File: config.mk
export PLATFORM = sky130hd
export DESIGN_NAME = button_debounce_event_queue
export DESIGN_NICKNAME = d
export VERILOG_FILES = /design/src/rtl/bdq_pkg.sv /design/src/rtl/bdq_lane.sv /design/src/rtl/bdq_pick.sv /design/src/rtl/button_debounce_event_queue.sv
export SDC_FILE = /design/constraint.sdc
export NUM_CORES = 1
export LEC_CHECK = 0
export BUFFER_PORTS_ARGS = -buffer_cell sky130_fd_sc_hd__buf_4
export CAP_MARGIN = 10
export CORE_ASPECT_RATIO = 0.75
export CORE_MARGIN = 2
export CORE_UTILIZATION = 35
export CTS_BUF_LIST = sky130_fd_sc_hd__clkbuf_8
export CTS_CLUSTER_DIAMETER = 200
export CTS_CLUSTER_SIZE = 16
export DETAILED_ROUTE_END_ITERATION = 10
export GPL_ROUTABILITY_DRIVEN = 0
export GPL_TIMING_DRIVEN = 0
export MAX_ROUTING_LAYER = met4
export REMOVE_ABC_BUFFERS = 1
export SYNTH_ARGS = -nofsm -noshare
export SYNTH_HDL_FRONTEND = slang
export SYNTH_SLANG_ARGS = --single-unit
File: constraint.sdc
create_clock -name clk -period 6.4 [get_ports clk]
set_input_delay 0.32 -clock clk [delete_from_list [all_inputs] [get_ports clk]]
set_output_delay 0.32 -clock clk [all_outputs]
set_load 0.1 [all_outputs]
File: src/rtl/bdq_pkg.sv
// Shared transaction types and codes for the button debounce event queue.
package bdq_pkg;

    typedef struct packed {
        logic        action;
        logic [7:0]  pressed_levels;
        logic [31:0] now_time;
    } in_t;

    typedef struct packed {
        logic       found;
        logic [2:0] button_index;
        logic       event_kind;
    } out_t;

    localparam logic ACT_SCAN    = 1'b0;
    localparam logic ACT_DEQUEUE = 1'b1;

    localparam logic EV_PRESSED = 1'b0;
    localparam logic EV_LIFTED  = 1'b1;

    localparam logic CFG_DELAY  = 1'b0;
    localparam logic CFG_ACTIVE = 1'b1;

    localparam logic [15:0] DELAY_RESET  = 16'd50;
    localparam logic [3:0]  ACTIVE_RESET = 4'd8;

endpackage

File: src/rtl/bdq_lane.sv
// One button lane: debounce state machine plus its own ring queue of events.
module bdq_lane #(
    parameter int QUEUE_SIZE = 8
) (
    input  logic        clk,
    input  logic        rst_n,
    input  logic        scan,
    input  logic        down,
    input  logic [31:0] now_time,
    input  logic [15:0] delay,
    input  logic        pop,
    output logic        nonempty,
    output logic        head
);

    localparam int PW = $clog2(QUEUE_SIZE);

    typedef enum logic [1:0] {
        LIFTED,
        RISING,
        PRESSED,
        FALLING
    } state_t;

    state_t          state_reg, state_next;
    logic [31:0]     start_reg, start_next;
    logic [PW-1:0]   rd_reg, rd_next;
    logic [PW-1:0]   wr_reg, wr_next;
    logic            head_reg;
    logic            mem [QUEUE_SIZE];

    logic [31:0]     elapsed;
    logic            settled;
    logic            push;
    logic            push_kind;
    logic            full;
    logic            do_push;

    function automatic logic [PW-1:0] ptr_inc(input logic [PW-1:0] p);
        logic [PW-1:0] r;
        if (p == PW'(QUEUE_SIZE - 1))
            r = '0;
        else
            r = p + PW'(1);
        return r;
    endfunction

    assign elapsed = now_time - start_reg;
    assign settled = elapsed > {16'd0, delay};

    always_comb
    begin
        state_next = state_reg;
        start_next = start_reg;
        push       = 1'b0;
        push_kind  = bdq_pkg::EV_PRESSED;
        if (scan)
        begin
            unique case (state_reg)
                LIFTED:
                begin
                    if (down)
                    begin
                        start_next = now_time;
                        state_next = RISING;
                    end
                end
                RISING:
                begin
                    if (!down)
                        state_next = LIFTED;
                    else if (settled)
                    begin
                        state_next = PRESSED;
                        push       = 1'b1;
                        push_kind  = bdq_pkg::EV_PRESSED;
                    end
                end
                PRESSED:
                begin
                    if (!down)
                    begin
                        start_next = now_time;
                        state_next = FALLING;
                    end
                end
                FALLING:
                begin
                    if (down)
                        state_next = PRESSED;
                    else if (settled)
                    begin
                        state_next = LIFTED;
                        push       = 1'b1;
                        push_kind  = bdq_pkg::EV_LIFTED;
                    end
                end
            endcase
        end
    end

    // drop the event when the ring is full
    assign full    = (ptr_inc(wr_reg) == rd_reg);
    assign do_push = push && !full;
    assign wr_next = do_push ? ptr_inc(wr_reg) : wr_reg;
    assign rd_next = pop ? ptr_inc(rd_reg) : rd_reg;

    always_ff @(posedge clk or negedge rst_n)
    begin
        if (!rst_n)
        begin
            state_reg <= LIFTED;
            start_reg <= '0;
            rd_reg    <= '0;
            wr_reg    <= '0;
        end
        else
        begin
            state_reg <= state_next;
            start_reg <= start_next;
            rd_reg    <= rd_next;
            wr_reg    <= wr_next;
        end
    end

    // keep the head entry registered; forward a write into the slot being read
    always_ff @(posedge clk)
    begin
        if (do_push)
            mem[wr_reg] <= push_kind;
        if (do_push && (wr_reg == rd_next))
            head_reg <= push_kind;
        else
            head_reg <= mem[rd_next];
    end

    assign nonempty = (rd_reg != wr_reg);
    assign head     = head_reg;

endmodule

File: src/rtl/bdq_pick.sv
// Merge stage: picks the lowest-numbered active lane holding an event.
module bdq_pick #(
    parameter int NUM_BUTTONS = 8
) (
    input  logic [NUM_BUTTONS-1:0] ready_lanes,
    input  logic [NUM_BUTTONS-1:0] heads,
    output logic [NUM_BUTTONS-1:0] pick,
    output bdq_pkg::out_t          result
);

    logic [2:0] idx;

    // isolate the lowest set bit
    assign pick = ready_lanes & (~ready_lanes + NUM_BUTTONS'(1));

    always_comb
    begin
        idx = '0;
        for (int b = 0; b < NUM_BUTTONS; b++)
        begin
            if (pick[b])
                idx = idx | 3'(b);
        end
    end

    assign result.found        = |ready_lanes;
    assign result.button_index = idx;
    assign result.event_kind   = |(pick & heads);

endmodule

File: src/rtl/button_debounce_event_queue.sv
// Top level: config registers, button lanes, pick stage and output register.
//
//  channel | signals                      | direction | moves
//  in      | in_valid  in_stall  in_data  | in        | scan or dequeue transaction
//  out     | out_valid out_stall out_data | out       | one result per dequeue
//  cfg     | cfg_write cfg_index cfg_data | in        | register write, no wait
//
// One transaction per cycle while in_stall is low: all active lanes update in the same cycle a scan is taken,
// and a dequeue picks and pops through one priority stage into the output register.
// A result appears in the cycle after its dequeue is accepted.
// in_stall is high only while a result waits in the output register and out_stall is high.
// Reset clears all lane state and pointers; queue contents are not cleared.
module button_debounce_event_queue #(
    parameter int NUM_BUTTONS = 8,
    parameter int QUEUE_SIZE  = 8
) (
    input  logic           clk,
    input  logic           rst_n,
    input  logic           in_valid,
    output logic           in_stall,
    input  bdq_pkg::in_t   in_data,
    output logic           out_valid,
    input  logic           out_stall,
    output bdq_pkg::out_t  out_data,
    input  logic           cfg_write,
    input  logic           cfg_index,
    input  logic [15:0]    cfg_data
);

    logic [15:0]            delay_reg;
    logic [3:0]             active_reg;
    logic                   out_valid_reg, out_valid_next;
    bdq_pkg::out_t          out_data_reg;

    logic                   in_acc;
    logic                   scan_acc;
    logic                   deq_acc;
    logic [NUM_BUTTONS-1:0] active_mask;
    logic [NUM_BUTTONS-1:0] nonempty;
    logic [NUM_BUTTONS-1:0] heads;
    logic [NUM_BUTTONS-1:0] pick;
    logic [NUM_BUTTONS-1:0] pop;
    bdq_pkg::out_t          pick_result;

    assign in_stall = out_valid_reg && out_stall;
    assign in_acc   = in_valid && !in_stall;
    assign scan_acc = in_acc && (in_data.action == bdq_pkg::ACT_SCAN);
    assign deq_acc  = in_acc && (in_data.action == bdq_pkg::ACT_DEQUEUE);

    always_ff @(posedge clk or negedge rst_n)
    begin
        if (!rst_n)
        begin
            delay_reg  <= bdq_pkg::DELAY_RESET;
            active_reg <= bdq_pkg::ACTIVE_RESET;
        end
        else if (cfg_write)
        begin
            unique case (cfg_index)
                bdq_pkg::CFG_DELAY:  delay_reg  <= cfg_data;
                bdq_pkg::CFG_ACTIVE: active_reg <= cfg_data[3:0];
            endcase
        end
    end

    for (genvar b = 0; b < NUM_BUTTONS; b++)
    begin : g_lane
        logic down;

        assign active_mask[b] = ({2'b00, active_reg} > 6'(b));

        if (b < 8)
        begin : g_lvl
            assign down = in_data.pressed_levels[b];
        end
        else
        begin : g_nolvl
            assign down = 1'b0;
        end

        bdq_lane #(
            .QUEUE_SIZE(QUEUE_SIZE)
        ) u_lane (
            .clk      (clk),
            .rst_n    (rst_n),
            .scan     (scan_acc && active_mask[b]),
            .down     (down),
            .now_time (in_data.now_time),
            .delay    (delay_reg),
            .pop      (pop[b]),
            .nonempty (nonempty[b]),
            .head     (heads[b])
        );
    end

    bdq_pick #(
        .NUM_BUTTONS(NUM_BUTTONS)
    ) u_pick (
        .ready_lanes (nonempty & active_mask),
        .heads       (heads),
        .pick        (pick),
        .result      (pick_result)
    );

    assign pop = pick & {NUM_BUTTONS{deq_acc}};

    // hold the result until taken, load a new one on each dequeue
    always_comb
    begin
        out_valid_next = out_valid_reg;
        if (out_valid_reg && !out_stall)
            out_valid_next = 1'b0;
        if (deq_acc)
            out_valid_next = 1'b1;
    end

    always_ff @(posedge clk or negedge rst_n)
    begin
        if (!rst_n)
            out_valid_reg <= 1'b0;
        else
            out_valid_reg <= out_valid_next;
    end

    always_ff @(posedge clk)
    begin
        if (deq_acc)
            out_data_reg <= pick_result;
    end

    assign out_valid = out_valid_reg;
    assign out_data  = out_data_reg;

`ifndef SYNTHESIS
    a_pop_onehot: assert property (@(posedge clk) disable iff (!rst_n)
        $onehot0(pop))
        else $error("more than one lane popped");

    a_deq_gives_result: assert property (@(posedge clk) disable iff (!rst_n)
        deq_acc |=> out_valid_reg)
        else $error("dequeue produced no result");

    a_scan_no_result: assert property (@(posedge clk) disable iff (!rst_n)
        (scan_acc && !out_valid_reg) |=> !out_valid_reg)
        else $error("scan produced a result");

    a_found_popped: assert property (@(posedge clk) disable iff (!rst_n)
        (deq_acc && (pop != '0)) |=> out_data_reg.found)
        else $error("popped event not reported");

    a_pop_only_deq: assert property (@(posedge clk) disable iff (!rst_n)
        (pop != '0) |-> deq_acc)
        else $error("pop without dequeue transaction");
`endif

endmodule
Yosys cells after proc, flatten, opt, wreduce, memory -nomap -nowiden
Memory sizes are Yosys's and may differ from the RTL's. A register that Yosys moved wholly into a read port is not among the register bits.
Index checks and enable logic that the tools add are counted.

cells by class
  $add $sub $neg = 25
  order comparisons = 16
  eq/ne operators = 88
  multiplexer cells = 182
  bitwise gates (word level) = 7
  reductions and logical operators = 70

operator list
  cell                   count
  $mux W32               16
  $pmux W32 S2           8
  $gt A32 B16 Y1         8
  $sub A32 B32 Y32       8
  $mux W2                50
  $mux W3                24
  $mux W1                68
  $pmux W2 S4            8
  $add A3 B1 Y3 const B  16
  $eq A3 B3 Y1 const B   16
  $ne A3 B2 Y1 const B   16
  $reduce_and A5 Y1      8
  $and A8 B8 Y8          4
  $eq A2 B2 Y1 const B   16
  $ne A2 B2 Y1 const B   16
  $reduce_and A4 Y1      8
  $eq A3 B3 Y1           8
  $ne A3 B3 Y1           8
  $logic_and A1 B1 Y1    21
  $reduce_bool A2 Y1     9
  $eq A2 B1 Y1 const B   8
  $gt A4 B3 Y1 const B   4
  $logic_not A2 Y1       8
  $pmux W1 S2            8
  10 further kinds       24

word-level totals
  register bits after elaboration = 346
  memory bits (writable) = 64
  input port bits = 63
  output and inout port bits = 7
  word-level logic and storage cells = 436
  memories = 8

memory list
  name                  depth  bits a word  read ports  clocked after Yosys merged registers in  write ports  RTL line        RTL
  g_lane[0].u_lane.mem  8      1            1           1                                        1            bdq_lane.sv:30  logic mem [QUEUE_SIZE];
  g_lane[1].u_lane.mem  8      1            1           1                                        1            bdq_lane.sv:30
  g_lane[2].u_lane.mem  8      1            1           1                                        1            bdq_lane.sv:30
  g_lane[3].u_lane.mem  8      1            1           1                                        1            bdq_lane.sv:30
  g_lane[4].u_lane.mem  8      1            1           1                                        1            bdq_lane.sv:30
  g_lane[5].u_lane.mem  8      1            1           1                                        1            bdq_lane.sv:30
  2 more memories       -      -            -           -                                        -            -

Logic depth before layout (Yosys ltp)
Gate-level depths: netlist (run 1).

  word-level depth = 9
  gate-level depth with buffers = 23
  mapped depth without buffers = 23

Hierarchy
A second synthesis (run 1) with hierarchy kept.

unflattened totals
  cell total of the unflattened synthesis = 4,963
  area, all modules = 40,883.0 um^2

modules (own cells, without submodules)
  module                           times used  cells each  area each (um^2)  sequential area each (um^2)
  bdq_lane (g_lane[1].u_lane ...)  5           639         5,116.2           1,301.2
  bdq_lane (g_lane[2].u_lane)      1           545         4,640.7           1,301.2
  bdq_lane (g_lane[0].u_lane)      1           534         4,595.7           1,301.2
  bdq_lane (g_lane[7].u_lane)      1           553         4,591.9           1,301.2
  button_debounce_event_queue      1           100         1,253.7           680.7
  bdq_pick                         1           36          220.2             0.0

Least setup slack after synthesis (run 1)
Ideal clock, no wire load.

  path type = input to register
  start = input in_data[1] (netlist bit)
  end = memory g_lane[3].u_lane.mem[6], enable pin
  library setup time = 0.244 ns
  arrival = 4.740 ns
  data required time = 6.156 ns
  setup slack = 1.416 ns
  stages = 20
  path buffers = 2
  cell sequence = clkbuf_1 -> inv_1 -> fa_1 -> nand2b_1 -> a21oi_2 -> o21a_2 -> a221o_2 -> a221oi_4 -> xnor2_1 -> ha_1 -> nand4_1 -> or4_1 -> nor2_1 -> o221ai_1 -> nor4_1 -> nand4_1 -> or4_4 -> and4b_4 -> buf_6 -> and4b_1

between the ends
  longest elaborated chain between the ends = 9
  elaborated cells on any way between the ends = 10
  those cells by class = add/sub (1); order compare (1); mux (7); reduce/logical (1)

ends and longest elaborated chain
  item                               RTL line                           RTL
  start: declaration                 button_debounce_event_queue.sv:21  input bdq_pkg::in_t in_data,
  $sub A32 B32 Y32 *                 bdq_lane.sv:48                     assign elapsed = now_time - start_reg;
  $gt A32 B16 Y1 *                   bdq_lane.sv:49                     assign settled = elapsed > {16'd0, delay};
  $mux W1 *                          bdq_lane.sv:72, bdq_lane.sv:91
  $mux W1, on equally long branches  bdq_lane.sv:89, bdq_lane.sv:70
  $pmux W1 S2 *                      bdq_lane.sv:59                     unique case (state_reg)
  $mux W1 *                          bdq_lane.sv:57                     if (scan)
  $logic_and A1 B1 Y1 *              bdq_lane.sv:104                    assign do_push = push && !full;
  $mux W1 *                          bdq_lane.sv:129                    if (do_push)
  $mux W1 (implied by the code) *    bdq_lane.sv:130                    mem[wr_reg] <= push_kind;
  end: declaration                   bdq_lane.sv:30

Every way passes the cells marked *; elsewhere a longest branch is shown, timed or not.

Worst setup path after layout (run 1)
  start = input in_data[0] (netlist bit)
  end = memory g_lane[5].u_lane.mem[4] (data pin)

between the ends
  longest elaborated chain between the ends = 6

ends and longest elaborated chain
  item                            RTL line        RTL
  $sub A32 B32 Y32                bdq_lane.sv:48
  $gt A32 B16 Y1                  bdq_lane.sv:49
  $mux W1                         bdq_lane.sv:91  else if (settled)
  $mux W1                         bdq_lane.sv:89  if (down)
  $mux W1                         -
  $mux W1                         bdq_lane.sv:57
  net g_lane[5].u_lane.push_kind  bdq_lane.sv:35  logic push_kind;
  end: declaration                bdq_lane.sv:30

The timed path passes the listed nets, and every way through them passes these cells.

==> results of run 1 <==
## worst reg2reg max path, cell delays in order (launching register included)
cell,delay (ns)
dfrtp_1,0.41
inv_1,0.06
ha_1,0.26
nor2b_1,0.16
o31ai_1,0.40
a21oi_1,0.25
a21oi_1,0.35
o21bai_1,0.12
a21oi_1,0.18
xnor2_1,0.20
ha_1,0.31
nand4_1,0.13
nor4_1,0.08
a21boi_0,0.13
o41a_1,0.42
a2111oi_0,0.51
o2111ai_1,0.21
nor4_2,0.35
o2111ai_2,0.26
nand2_1,0.24
nor2_1,0.09
and3b_1,0.33
## per-layer routing
metal / GRT usage, % / up-vias / share of wire [%]
li1: - / 15400 / -
met1: 30.7 / 14700 / 50
met2: 29.4 / 956 / 40
met3: 2.42 / 116 / 7.2
met4: 4.23 / 0 / 2.4
met5: - / - / 0
## cells in the mapped netlist, types with 14 or more instances
cell,count
nand2_1,493
o21ai_0,411
ha_1,408
dfrtp_1,337
a21oi_1,328
inv_1,328
nor2_1,248
clkbuf_1,171
xnor2_1,130
nand3_1,102
a21o_1,101
mux2_2,98
nand4_1,80
nor3_1,79
xor2_1,76
edfxtp_1,69
nand2b_1,50
o21a_1,50
nor2b_1,40
o211ai_1,39
a31oi_1,36
nor4_1,29
a211oi_1,27
and3_1,26
dfxtp_1,24
mux2i_1,24
and2_1,18
o221ai_1,18
or3_1,18
and4_1,17
o31ai_1,17
a221oi_1,16
and4b_1,16
mux4_2,16
o2111ai_1,15
or2_2,14
## layout make-up
class | count | area, um^2 | area share (%)
inverters | 328 | 1240 | 3.16
multi-input cells | 3308 | 23000 | 58.8
repair buffers | 166 | 1600 | 4.10
clock inverters | 21 | 98.8 | 0.252
diodes | 3 | 7.51 | 0.0192
clock buffers | 31 | 427 | 1.09
well taps | 1339 | 1680 | 4.28
flip-flops and latches | 434 | 11100 | 28.3
## timing repair
| action | 4_1_cts | 5_1_grt |
|---|---|---|
| gates resized for setup | 0 | 7 |
| hold buffers | 67 | 0 |
| hold endpoints to repair | 353 | 0 |
| setup buffers | 0 | 10 |
| setup endpoints to repair | 0 | 46 |
## power by group through the flow
stage | clock network (W) | registers [W] | logic [W]
5_1_grt | 0.00164 | 0.00456 | 0.0149
3_3_place_gp | 0 | 0.00446 | 0.0127
4_1_cts | 0.00156 | 0.00442 | 0.0130
2_1_floorplan | 0 | 0.00437 | 0.0100
6_report | 0.00149 | 0.00442 | 0.0132
3_5_place_dp | 0 | 0.00448 | 0.0129
## cell usage in the layout, fill, tap and decap left out, drive strengths merged, types with 99 or more instances in the layout
master	count
nor2	250
mux2	105
dfrtp	337
ha	408
buf	99
o21ai	413
nand3	102
a21o	101
a21oi	332
xnor2	130
inv	347
nand2	493
## worst paths after layout
path                                                            from                                          to  depth (start not counted)
setup / recovery                                          in_data[0]           g_lane[5].u_lane.mem[4]$_DFFE_PP_                         22
hold / removal                                              in_valid                       out_valid$_DFFE_PN0P_                          3
setup reg to reg           g_lane[5].u_lane.start_reg[1]$_DFFE_PN0P_           g_lane[5].u_lane.mem[4]$_DFFE_PP_                         21
hold reg to reg            g_lane[5].u_lane.start_reg[0]$_DFFE_PN0P_   g_lane[5].u_lane.start_reg[0]$_DFFE_PN0P_                          2
max in group asynchronous                                      rst_n                   active_reg[3]$_DFFE_PN1P_                          5
min in group asynchronous                                      rst_n  g_lane[5].u_lane.start_reg[14]$_DFFE_PN0P_                          2
## metrics by stage
step | utilization (%) | std cells | TNS, ns | total power [W]
6_report | 38.5 | 5630 | 0 | 0.0191
5_1_grt | 38.5 | 5629 | 0 | 0.0211
4_1_cts | 38.4 | 5617 | 0 | 0.0190
3_5_place_dp | 37.3 | 5498 | -2.97 | 0.0174
3_3_place_gp | 36.9 | 5478 | -33.60 | 0.0171
2_1_floorplan | - | 4070 | 0 | 0.0144
## kinds of logic after synthesis
kind of cell	count (synthesis)
XOR/XNOR	206
AO/OA/AOI/OAI	1226
multiplexers	145
buffers and inverters	516
AND/OR/NAND/NOR	1315
adder cells (fa/ha/maj)	416
flip-flops	434
==> metrics, run 1 <==
top cell type by total area after synthesis=dfrtp_1; net switching power=0.00933 W; antenna viol nets, final=0; total gr overflow=0; Netlist cell types=105; Yosys top cell area share=23.4%; Internal Power=0.00977 W; Post-synth EDFFs=69; final wirelength=106000 um; Total GRT Usage=20.5%; mux contribution to synthesized area=4.97%; WL per Instance=18.9 um; flops & latches, synth=434; Leakage Power=16.9 nW; Rows=101; clk slew on worst S/H paths=0.11 ns; Filler Cell Count=10.4k; post-route minimum period=6.04 ns; Compound-Gate Fraction of Synth Area=21.2%; Final Cycle Share=94.4%; Worst Hold Class=primary input to flip-flop; Clock Tree Buf Depth=3; largest family of logic cells by synthesized area=compound AO/OA/AOI/OAI gates; Combinational Power Share=69.1%; Placed Area=37900 um^2; async set or reset register ratio after synthesis=78.6%; CP bufs+invs=3; clock share of power=7.8%; fin nets=4748; Top FF cell, synth=dfrtp_1; Final Setup Violations=0; DRC=0; Slew headroom=20.5%; Largest register FFs=256; CP cell instances=dlygate4sd3_1 > buf_4 > clkinvlp_4 > ha_1 > fa_1 > nand2b_1 > a21oi_1 > o21ai_1 > a21o_1 > xnor2_1 > ha_1 > nand4_1 > nor4_1 > a21boi_0 > o41a_1 > a2111oi_0 > o2111ai_1 > nor4_2 > o2111ai_2 > nand2_1 > nor2_1 > and3b_1; Synth Area in Adders=14.6%; WP data required=6.86 ns; share of cells above drive strength 1=7.56%; sequential-to-total area share from yosys stat=30.8%; Vias=31.2k; Core Area=102000 um^2; Ports=70; outcome=complete, no violations; Crit Path Max Fanout=8; RSZ-0062 raised after global routing=no; Slew Viols, Final=0; reg-to-reg setup timing slack=0.70 ns; Avg Synthesized Cell Area=8.45 um^2; CP peak stage delay=0.52 ns; synth warn=0; vias in the first global route=28.7k; Critical Path AT=6.50 ns; critical path class=primary input to flip-flop; xor/xnor share of the synthesized area=5.01%; sequential cell fraction of total power=23.2%; Die X=374 um; Root Driver=clkbuf_8; Finished Cell Area=39200 um^2; clock sinks=434; Synth Instances=4258; first-pass GRT wire length=166000 um; endpoints failing hold=0; Least-Margin Pin Slew=1.18 ns; IO buf count=69; Worst Setup Slack, final=0.357 ns; cell area after synthesis=36000 um^2; f_max=165 MHz; Min Hold Slack=0.127 ns; switch share=48.9%; MaxCap Viol Count=0; largest net degree at the start of global routing=99; Final Skew=0.0434 ns; VDD IR max=0.177 mV; drt initial violations=2638; Synth Area in Simple Gates=17.9%; die height=282 um; H-tree depth=1; DP Worst Slack=-0.193 ns; crit end category=flip-flop; worst skew pair latency=0.76 ns; hpwl dp=76600 um; Area Growth Syn to Fin=8.80%; top post-synthesis cells by area=dfrtp_1 (23%), ha_1 (14%), edfxtp_1 (5.8%), o21ai_0 (5.7%), nand2_1 (5.1%); CTS Buf Count=31; Die ar.=105000 um^2; CTS tree=done; DRT Pass-1 Iters=6; total power per unit cell area=488 nW/um^2; initial antenna violation count=6; vias per cell=5.54; Crit path top cell by count=ha_1; initial core utilization=35.4%; Worst Setup Start Kind=primary input; Worst path slowest cell=dlygate4sd3_1; critical path's top delay family=compound AO/OA/AOI/OAI gates
Power figures use the tool's default switching activity.
==> run 2, diff against run 1 <==
Settings changed: ABC_AREA from default to 1.
==> run 2 against run 1 <==
Hold slack got worse by 0.082 ns. Sequential power up 3%. Fmax rose by 38%. Critical endpoint is now g_lane[0].u_lane.mem[6]$_DFFE_PP_. Largest power group unchanged. Register-to-register slack better by 1.5 ns. Highest routed layer unchanged.
==> metrics, run 2 <==
Layout Utilization=38.4%; Largest register FFs=256; CTS tree=done; clk slew on worst S/H paths=0.12 ns; sequential-to-total area share from yosys stat=27.5%; Filler Cell Count=12.3k; VDD IR max=0.215 mV; Worst path slowest cell=inv_1; Total GRT Usage=24.2%; async set or reset register ratio after synthesis=78.6%; drt initial violations=4151; vias in the first global route=36.4k; Slew headroom=19.6%; Final Cycle Share=68.2%; largest net degree at the start of global routing=102; Combinational Power Share=69.6%; RSZ-0062 raised after global routing=no; Final Setup Violations=0; WP data required=6.86 ns; Synth Instances=6341; CTS Buf Count=31; initial antenna violation count=6; Rows=107; mux contribution to synthesized area=0.0807%; endpoints failing hold=0; Die ar.=118000 um^2; placed insts=7886; vias per cell=4.97; MaxCap Viol Count=0; net switching power=0.0107 W; crit end category=flip-flop; die height=298 um; Reg area=11100 um^2; fin nets=6902; Leakage Power=24.1 nW; Synth Area in Adders=13.1%; Netlist cell types=60; Area Growth Syn to Fin=8.42%; Ports=70; sequential cell fraction of total power=22.9%; initial core utilization=35.4%; flops & latches, synth=434; largest family of logic cells by synthesized area=simple AND/OR/NAND/NOR gates; DRT Pass-1 Iters=6; worst skew pair latency=0.79 ns; final wirelength=140000 um; Avg Synthesized Cell Area=6.36 um^2; critical path class=primary input to flip-flop; f_max=229 MHz; Slew Viols, Final=0; first-pass GRT wire length=213000 um; clock sinks=434; Critical Path AT=4.82 ns; Yosys top cell area share=20.9%; setup TNS=0 ns; Internal Power=0.00917 W; Vias=39.7k; clock share of power=7.4%; Worst Setup Start Kind=primary input; Core Area=114000 um^2; Placed Area=42800 um^2; Top FF cell, synth=dfrtp_1; CP peak stage delay=0.47 ns; switch share=53.9%; top post-synthesis cells by area=dfrtp_1 (21%), nand2_1 (20%), ha_1 (13%), inv_1 (11%), nor2_1 (5.4%); commonest cells after routing, fill and taps aside=nand2_1 (2129), inv_1 (1187), nor2_1 (576); top cell type by total area after synthesis=dfrtp_1; xor/xnor share of the synthesized area=3.45%; total power=0.0199 W; IO buf count=69; Cell Count, Final, Fillers Out=7983; Finished Cell Area=43700 um^2; Synth Area in Simple Gates=34.1%; Compound-Gate Fraction of Synth Area=10.3%; total gr overflow=0; area of the multi-input gates=24600 um^2; hpwl dp=104000 um; antenna viol nets, final=0; Post-synth EDFFs=69; post-route minimum period=4.37 ns; Crit Path Max Fanout=9; Worst Hold Class=primary input to async pin; count leader, synth=nand2_1; total power per unit cell area=455 nW/um^2; cell area after synthesis=40300 um^2; Clock Tree Buf Depth=3; DRC=0; Least-Margin Pin Slew=1.21 ns; commonest non-fill, non-tap cell in the layout=nand2_1; share of cells above drive strength 1=4.22%; post-CTS setup buffer count=0; synth warn=0; H-tree depth=1; Crit path top cell by count=nand2_1; Die X=396 um; Final Skew=0.0902 ns; outcome=complete, no violations; WL per Instance=17.5 um; Root Driver=clkbuf_8; top cells by count, synth=nand2_1 (2135), inv_1 (1162), nor2_1 (576)
## run 2: changes by cell type after synthesis, sizes merged, moves of 103 or more
cell    delta
clkbuf   -120
inv      +843
mux2     -103
nand2   +1710
nand3    +236
nor2     +353
## run 2: final cells by class
| type | count | share of cell area [%] |
|---|---|---|
| Clock buffer | 31 | 0.976 |
| Timing Repair Buffer | 113 | 2.66 |
| Sequential cell | 434 | 25.4 |
| Tap cell | 1526 | 4.37 |
| Multi-Input combinational cell | 4671 | 56.2 |
| Inverter | 1172 | 10.1 |
| Antenna cell | 9 | 0.0515 |
| Clock inverter | 27 | 0.278 |
## run 2: cell families (layout without fill, tap and decap cells)
family,after synthesis,in the layout
adder cells (fa/ha/maj),416,416
multiplexers,3,3
buffers and inverters,1236,1343
flip-flops,434,434
AND/OR/NAND/NOR,3314,3314
AO/OA/AOI/OAI,779,779
other,0,9
XOR/XNOR,159,159
## run 2: power by group through the flow
stage               clock network [W]  logic, W  registers (W)
floorplan                           0    0.0103        0.00447
global placement                    0    0.0133        0.00459
detailed placement                  0    0.0135        0.00460
CTS                           0.00154    0.0136        0.00456
global route                  0.00163    0.0159        0.00471
finish                        0.00148    0.0138        0.00457
## run 2: critical path, delay by kind of cell
family                   cells  cell delay (ns)
AND/OR/NAND/NOR             20             2.40
buffers and inverters        4             1.22
adder cells (fa/ha/maj)      2             0.75
XOR/XNOR                     1             0.11
## run 2: worst paths after layout
path	startpoint	to	slack, ns	cells after the start
setup reg to reg	g_lane[1].u_lane.start_reg[0]$_DFFE_PN0P_	g_lane[1].u_lane.mem[2]$_DFFE_PP_	2.18	25
hold reg to reg	g_lane[2].u_lane.start_reg[21]$_DFFE_PN0P_	g_lane[2].u_lane.start_reg[21]$_DFFE_PN0P_	0.50	2
min in group clk	cfg_write	delay_reg[1]$_DFFE_PN1P_	0.07	4
hold / removal	rst_n	g_lane[1].u_lane.rd_reg[0]$_DFF_PN0_	0.04	2
max in group asynchronous	rst_n	g_lane[0].u_lane.start_reg[8]$_DFFE_PN0P_	4.98	4
setup / recovery	in_data[1]	g_lane[0].u_lane.mem[6]$_DFFE_PP_	2.03	27
## run 2: layer usage
layer  global-route usage, %  share of wire (%)  vias to the layer above
met4                    5.88                3.0                        0
met3                    3.71                9.4                      161
met1                    36.0                 49                    18200
met2                    33.7                 39                     1302
met5                       -                  0                        -
li1                        -                  -                    20000
## run 2: per-stage QoR
step           hold slack, ns  worst slack (ns)
2_1_floorplan          0.0244              2.92
4_1_cts                0.0178              2.13
3_3_place_gp            0.467              1.22
3_5_place_dp            0.256              1.38
5_1_grt                0.0705              1.74
6_report               0.0448              2.03
## run 2: timing repair
item / in CTS / in global routing
hold buffers: 29 / 0
resized for setup: 0 / 0
endpoints found under the setup margin: 0 / 0
hold endpoints to repair: 193 / 0
